**config.mk**
```make
export PLATFORM = sky130hd
export DESIGN_NAME = abvh_ram
export DESIGN_NICKNAME = d
export VERILOG_FILES = /design/src/rtl/abvh_ram.sv
export SDC_FILE = /design/constraint.sdc
export NUM_CORES = 1
export LEC_CHECK = 0
export BUFFER_PORTS_ARGS = -buffer_cell sky130_fd_sc_hd__buf_2
export CAP_MARGIN = 20
export CORE_MARGIN = 5
export CORE_UTILIZATION = 25
export DETAILED_ROUTE_END_ITERATION = 8
export HOLD_SLACK_MARGIN = 0.06
export PLACE_DENSITY_LB_ADDON = 0.15
export SYNTH_ARGS = -nofsm -noshare
export SYNTH_HDL_FRONTEND = slang
export SYNTH_SLANG_ARGS = --single-unit
```
**constraint.sdc**
```tcl
create_clock -name i_clk -period 3.4 [get_ports i_clk]
set_clock_uncertainty 0.15 [all_clocks]
set_input_delay 0 -clock i_clk [delete_from_list [all_inputs] [get_ports i_clk]]
set_output_delay 0 -clock i_clk [all_outputs]
set_load 0.01 [all_outputs]
```
**src/rtl/abvh_ram.sv**
```systemverilog
`default_nettype none
module abvh_ram #(
    parameter int W = 8,
    parameter int D = 64
) (
    input  wire logic                 i_clk,
    input  wire logic                 i_we,
    input  wire logic [$clog2(D)-1:0] i_waddr,
    input  wire logic [W-1:0]         i_wdata,
    input  wire logic [$clog2(D)-1:0] i_raddr,
    output logic      [W-1:0]         o_rdata
);
    logic [W-1:0] r_mem [D];

    always_ff @(posedge i_clk) begin
        if (i_we) begin
            r_mem[i_waddr] <= i_wdata;
        end
        o_rdata <= r_mem[i_raddr];
    end
endmodule
`default_nettype wire

```
* Word-level counts from Yosys, hierarchy flattened
Memory sizes are Yosys's and may differ from the RTL's. A register that Yosys moved wholly into a read port is not among the register bits. Cells that the tools add are included.
Storage, ports and cells: logic and storage cells 3, flip-flop bits (word level) 0, RAM bits 512, output and inout bits 8, bits of input ports 22, memories kept 1
Operators by class: mux-type cells 2
Memory list:
- r_mem | words 64, bits a word 8, read ports 1, clocked after memory_dff 1, wr ports 1, RTL line 13 | logic [W-1:0] r_mem [D];
Operators by type and width (number):
- $mux 1 | 2

* Depth between registers and ports, before layout
Gate-level depths: netlist of the first run.
word-level depth 2, gate-level depth with buffers 9, mapped depth without buffers 5

* Worst setup path before layout of the first run
OpenSTA, ideal clock, no wires.
path type flip-flop to flip-flop, from memory r_mem[29][4], to register o_rdata[4], read port of r_mem, library setup time 132 ps, stages on the path, launching flop included 6, arrival 1560 ps, slack 1558 ps, cell sequence edfxtp_1 mux4_2 mux2_2 o221a_2 nor3_1 o32ai_1
RTL lines:
- from (decl) | RTL line 13
- to (decl) | RTL line 11 | output logic [W-1:0] o_rdata

* Worst setup path in the final report of the first run
from input i_waddr[5], to memory r_mem[52][6] (enable)
RTL lines:
- from (decl) | RTL line 8 | input wire logic [$clog2(D)-1:0] i_waddr,
No word-level cell before the write port.

==> results of run 1 <==
[synth_stat cells]
master     instances  share of area [%]
a211oi_1           4               0.15
buf_12             2               0.20
buf_2             11               0.27
a31oi_1            1              0.031
o2111ai_1          3               0.13
o221ai_1           8               0.35
buf_4             13               0.48
nand2_1           19               0.35
o311ai_1           1              0.043
o21ai_0            2              0.050
a2111oi_0          2              0.087
mux2i_1           23                1.1
o2bb2ai_1          3               0.13
nor3_1             7               0.17
o21ai_1            2              0.050
a221oi_1           6               0.26
nand2b_1           7               0.22
a22oi_1            3               0.11
o41ai_1            2              0.087
nand4_1            2              0.062
nand3_1           13               0.32
mux4_2           126                 14
and2_1             1              0.031
a21oi_1            3              0.074
mux2_2            13               0.73
o22ai_1            8               0.25
nand3b_1           3               0.11
nor2b_1           14               0.43
dfxtp_1            8               0.79
nand4b_1           1              0.043
o32ai_1            2              0.087
nor2_1            83                1.5
edfxtp_1         512                 76
buf_1              4              0.074
o21a_1             2              0.074
buf_6              4               0.22
clkbuf_1          17               0.32
nor4_1             2              0.062
or3_1              1              0.031
o221a_2            2               0.11
[routing by layer]
metal / part of all wire (%) / track usage (%) / routed length [um]
met5: 0 / 0 / 0
met4: 2.2 / 3.13 / 1210
met3: 4.5 / 2.39 / 2420
met2: 46 / 19.4 / 24800
met1: 48 / 18.3 / 25900
[critical path: stages]
cell and delay [ps]:
dlygate4sd3_1 570, buf_2 240, nor2b_1 290, nand4b_1 180, dlygate4sd3_1 640, nor2_1 460, buf_4 250
[flip-flops by register name, summed over array words and instances (netlist names)]
signal and count:
r_mem 512, o_rdata 8
[cells by family after synthesis]
logic type,count (synthesis),synth area share [%]
mux,162,15.9
compound gates,54,2.07
buf+inv,51,1.57
flops,520,77.0
simple gates,153,3.39
[path summary, 6_finish.rpt]
kind | startpoint | to | slack [ps] | cells after the start
max | i_waddr[5] | r_mem[52][6] | 910 | 7
min | i_raddr[3] | o_rdata[7] | 100 | 4
max reg2reg | r_mem[29][6] | o_rdata[6] | 910 | 5
min reg2reg | r_mem[30][4] | o_rdata[4] | 680 | 3
[cell usage in the layout (no fill, tap or decap), types with 5 or more instances in the layout]
master           n
nor2_1          83
clkinv_2        12
nor3_1           7
a221oi_1         6
dfxtp_1          8
mux4_2         126
buf_4          104
edfxtp_1       512
bufinv_16        5
o221ai_1         8
mux2_2          13
mux2i_1         23
nand2_1         19
nand3_1         13
buf_2           26
dlygate4sd3_1   22
nand2b_1         7
clkbuf_1        10
nor2b_1         14
buf_12           5
o22ai_1          8
clkinv_1        15
clkbuf_16       57
[report_power, final]
group | total [W] | internal (W) | switching, W
clock network | 0.00598 | 0.00344 | 0.00254
logic | 0.000731 | 0.000282 | 0.000449
registers | 0.00712 | 0.00710 | 0.0000259
total | 0.0138 | 0.0108 | 0.00302
[area by class of cell]
cell class	instances	share of cell area [%]
Antenna cell	2	0.0207
Clock buffer	67	6.05
Clock inverter	38	1.30
Multi-Input combinational cell	369	17.8
Sequential cell	520	64.2
Tap cell	1060	5.48
Timing Repair Buffer	158	5.14
[stage by stage]
stage          area (sq um)  hold slack (ps)  cells  setup WS, ps
2_1_floorplan         20200            -51.1    940          1560
3_3_place_gp          22200              322   2085           461
3_5_place_dp          22200              311   2085           585
4_1_cts               24200             97.0   2212           946
5_1_grt               24200              135   2212           793
6_report              24200             95.5   2214           915
[what timing repair did]
item                       4_1_cts  5_1_grt
resized for setup                0        0
hold buffers                    22        0
buffers inserted                 0        0
setup endpoints to repair        0        0
hold endpoints to repair       425        0
==> flow_summary_export.csv, run 1 <==
group,metric,value,unit
global_routing,track_usage,12.5,%
clock_tree,clkSlewWorstSetupHoldPaths,60,ps
detailed_routing,wl_per_cell,24.5,um
floorplanning,die_h,294,um
clock_tree,cts-htree-levels,2,
placed_design,gp_congestion,0.744,
job,max-cap-violations,0,
power,vdd_ir_drop_max,348,uV
sta,grt_setup_unrepaired,"false",
clock_tree,cts_buffers,57,
finish,nets,1128,
sta,hold_viol_final,0,
clock_tree,cts_tree,"built",
finish,drive_above_1_share,31.0,%
sta,setup_tns,0,ps
status,status,"finished, final reports clean",
global_routing,grt_max_degree,51,
detailed_routing,vias,9832,
finish,multi_input_area,4320,sq um
detailed_routing,viasPerCell,4.44,
finish,fin_util,30.1,%
synth,ys_types,40,
power,leakagePower,7.60,nW
synth,synth_cells,940,
setup_path,path_class,"in -> reg",
hold_path,worstHoldPathType,"in -> reg",
global_routing,grt_pass1_wl,78500,um
synth,synth_seq_cells,520,
finish,syn2layout_area_growth,20.0,%
finish,final.fill_count,7820,
synth,netlist_area,20200,sq um
global_routing,grt_pass1_vias,10600,
global_routing,grt.overflow.total,0,
floorplanning,start_util,25.1,%
clock_tree,cts.path.max_buffers,3,
clock_tree,clock_sinks,520,
detailed_routing,ant_nets,0,
power,p_per_area,571,nW/um^2
floorplanning,die_w,294,um
sta,drv_slew,0,
clock_tree,cts_root_buf,"clkbuf_16",
finish,seq_area,15500,sq um
global_routing,antenna_found_initial,8,
sta,setup_viol,0,
synth,seq_area_frac_synth,77.0,%
setup_path,critPathLaunchType,"input pin",
clock_tree,clk_latency,610,ps
placed_design,numPortBuffers,29,
detailed_routing,drtIter0Drc,602,
sta,clock.fmax,0.402,GHz
sta,period_minus_slack,2490,ps
setup_path,required,3550,ps
setup_path,cp-end-kind,"register",
placed_design,dp_hpwl,34600,um
setup_path,crit_fanout,7,
synth,postSynthAreaPerCell,21.5,sq um
sta,slew_headroom,29.2,%
power,power,0.0138,W
sta,worstMarginPinSlew,1060,ps
sta,fin_crit_sh,73.1,%
synth,yosys_warnings,0,
setup_path,cp.arrival,2640,ps
floorplanning,dieArea,86400,sq um
detailed_routing,first_pass_iters,7,
detailed_routing,totalWireLength,54300,um
floorplanning,rows,104,
detailed_routing,route.detailed.drc,0,
synth,syn-num-nets,962,
floorplanning,design.core.area,80300,sq um
floorplanning,num_io_pins,30,
No activity file was read; power rests on OpenSTA's default activity.
==> run 2, diff against run 1 <==
--- a/config.mk
+++ b/config.mk
@@ -5,6 +5,7 @@
 export SDC_FILE = /design/constraint.sdc
 export NUM_CORES = 1
 export LEC_CHECK = 0
+export ABC_AREA = 1
 export BUFFER_PORTS_ARGS = -buffer_cell sky130_fd_sc_hd__buf_2
 export CAP_MARGIN = 20
 export CORE_MARGIN = 5
==> constraint.sdc (replaced) <==
create_clock -name i_clk -period 2.38 [get_ports i_clk]
set_clock_uncertainty 0.15 [all_clocks]
set_input_delay 0 -clock i_clk [delete_from_list [all_inputs] [get_ports i_clk]]
set_output_delay 0 -clock i_clk [all_outputs]
set_load 0.01 [all_outputs]
==> run 2 against run 1 <==
Largest cell class unchanged. Setup slack got worse by 660 ps. Largest power group unchanged. Combinational power rose by 83%. Global-route usage rose by 1.8 points. Area after synthesis up 5.8%. Count of clock-buffer cells in the layout rose by 4. Wire length increased by 22%. Final area increased by 5.1%. Utilization fell by 0.23 points. Synthesized cell count up 92%. Power increased by 52%. Die area is 5.6% higher. Sequential share of layout area shrank 3.1 points. Critical path type unchanged.
==> flow_summary_export.csv, run 2 <==
group,metric,value,unit
synth,synth_area_leader_cell,"edfxtp_1",
setup_path,critPathTopFamily,"buffers and inverters",
synth,yosysMostFrequentCell,"nand2_1",
synth,ys_types,16,
setup_path,worst-path-buf-inv,5,
setup_path,required,2800,ps
power,leakagePower,9.11,nW
finish,final_cell_area,25400,sq um
floorplanning,rows,107,
detailed_routing,drtIter0Drc,1103,
clock_tree,clk_latency,620,ps
finish,largestRegisters,"r_mem x512, o_rdata x8",
sta,setup_viol,0,
synth,synth-main-ff-cell,"edfxtp_1",
sta,hold_viol_final,0,
synth,syn-num-nets,1827,
synth,synth_edf_count,512,
detailed_routing,first_pass_iters,5,
global_routing,grt_max_degree,65,
sta,worstMarginPinSlew,856,ps
clock_tree,cts_root_buf,"clkbuf_16",
clock_tree,post_cts_resized,0,
sta,grt_setup_unrepaired,"false",
clock_tree,clock_sinks,520,
synth,postSynthAreaPerCell,11.8,sq um
synth,synth_cells,1805,
finish,final_cell_mix,"nand2_1, edfxtp_1, nand3_1, buf_4, clkbuf_16",
global_routing,grt.overflow.total,0,
synth,yosys_warnings,0,
finish,antenna_cells,0,
setup_path,crit_slowest_cell,"inv_1",
setup_path,crit_fanout,17,
clock_tree,cts.path.max_buffers,3,
sta,setup_tns,0,ps
finish,syn2layout_area_growth,19.2,%
sta,slew_headroom,42.9,%
synth,yosysTopAreaCellShare,72.0,%
global_routing,grt_pass1_wl,97200,um
placed_design,post_dp_cell_area,23200,sq um
finish,nets,1939,
job,max-cap-violations,0,
finish,final_common_cell,"nand2_1",
status,status,"finished, final reports clean",
floorplanning,die_w,302,um
setup_path,crit_chain,"dlygate4sd3_1 -> buf_2 -> inv_1 -> buf_4 -> nand2_1 -> nand3_1 -> dlygate4sd3_1 -> nand3_1 -> nand2_1",
floorplanning,design.core.area,85000,sq um
floorplanning,die_h,302,um
detailed_routing,ant_nets,0,
setup_path,slowest_delay,620,ps
sta,fin_crit_sh,89.5,%
detailed_routing,totalWireLength,66300,um
setup_path,critPathLaunchType,"input pin",
clock_tree,cts_buffers,59,
finish,regMostFlops,"r_mem",
detailed_routing,viasPerCell,4.49,
placed_design,gp_congestion,0.785,
clock_tree,cts-htree-levels,2,
clock_tree,ctsHoldBuffers,21,
detailed_routing,vias,14000,
synth,seq_area_frac_synth,72.8,%
floorplanning,start_util,25.1,%
power,p_per_area,827,nW/um^2
sta,clock.fmax,0.470,GHz
global_routing,grt_pass1_vias,13700,
detailed_routing,route.detailed.drc,0,
sta,period_minus_slack,2130,ps
clock_tree,postCtsSetupRepairBufs,0,
detailed_routing,wl_per_cell,21.3,um
global_routing,track_usage,14.4,%
synth,synth_seq_cells,520,
setup_path,cp-end-kind,"register",
setup_path,cp.arrival,2550,ps
clock_tree,clkSlewWorstSetupHoldPaths,60,ps
floorplanning,dieArea,91300,sq um
global_routing,antenna_found_initial,3,
clock_tree,cts_tree,"built",
hold_path,worstHoldPathType,"in -> reg",
sta,drv_slew,0,
power,vdd_ir_drop_max,536,uV
placed_design,numPortBuffers,29,
finish,drive_above_1_share,11.8,%
synth,synth_area_leaders,"edfxtp_1, nand2_1, nand3_1",
floorplanning,num_io_pins,30,
placed_design,dp_hpwl,39600,um
synth,netlist_area,21300,sq um
setup_path,path_class,"in -> reg",
synth,async_flop_share,0,%
finish,largest_reg_flops,512,
synth,synth_common_cells,"nand2_1, edfxtp_1, nand3_1",
==> run 2: cell types whose count changed after synthesis, moves of 8 or more <==
cell | previous run | this run
o221ai_1 | 8 | 0
mux2i_1 | 23 | 0
o22ai_1 | 8 | 0
nand3_1 | 13 | 439
nand2_1 | 19 | 648
inv_1 | 0 | 10
buf_6 | 4 | 35
mux4_2 | 126 | 0
buf_2 | 11 | 37
mux2_2 | 13 | 0
nor2b_1 | 14 | 0
nor2_1 | 83 | 56
==> run 2: per-stage QoR <==
step	total power (W)	cells	utilization [%]	worst slack (ps)	hold slack [ps]
after floorplan	0.0111	1805	-	464	-51.1
after global placement	0.0117	2979	27.3	312	237
after detailed placement	0.0117	2979	27.3	349	244
after CTS	0.0213	3107	29.9	190	101
after global routing	0.0218	3107	29.9	99.8	138
final	0.0210	3107	29.9	250	140
==> run 2: cell type report <==
class	count	area (sq um)
Fill cell	8630	59600
Sequential cell	520	15500
Multi-Input combinational cell	1160	4950
Clock buffer	71	1540
Timing Repair Buffer	164	1460
Tap cell	1144	1430
Clock inverter	36	464
Inverter	12	55.1
==> run 2: path summary, 6_finish.rpt <==
path	from	to	slack, ps	depth (start not counted)
worst max register to register	r_mem[55][7]	o_rdata[7]	390	9
worst max-delay path	i_raddr[3]	o_rdata[1]	250	9
worst min-delay path	i_raddr[0]	o_rdata[7]	140	9
worst min register to register	r_mem[50][4]	o_rdata[4]	690	8
==> run 2: report_power, final <==
| part | internal [W] | switching (W) | total (W) |
|---|---|---|---|
| Combinational | 0.000364 | 0.000972 | 0.00134 |
| Sequential | 0.0101 | 0.0000523 | 0.0102 |
| Clock | 0.00578 | 0.00374 | 0.00952 |
==> run 2: per-layer routing <==
| layer | wire [um] | part of all wire, % | GRT usage (%) | up-vias |
|---|---|---|---|---|
| met5 | 13 | 0.020 | 0 | - |
| met1 | 31600 | 48 | 20.9 | 6955 |
| met4 | 1490 | 2.3 | 3.69 | 2 |
| met2 | 29800 | 45 | 22.3 | 319 |
| li1 | - | - | - | 6576 |
| met3 | 3420 | 5.2 | 2.51 | 99 |
==> run 2: cell families after synthesis <==
kind of cell / share of synthesized area, %
buf+inv: 4.02
simple gates: 23.2
flops: 72.8
==> run 2: worst register-to-register path, stage by stage, from the launching register on <==
cell and delay [ps]:
edfxtp_1 360, nand2_1 80, nand3_1 80, nand3_1 190
nand2_1 80, nand2_1 90, nand3_1 150, nand3_1 120
dlygate4sd3_1 560, nand2_1 50
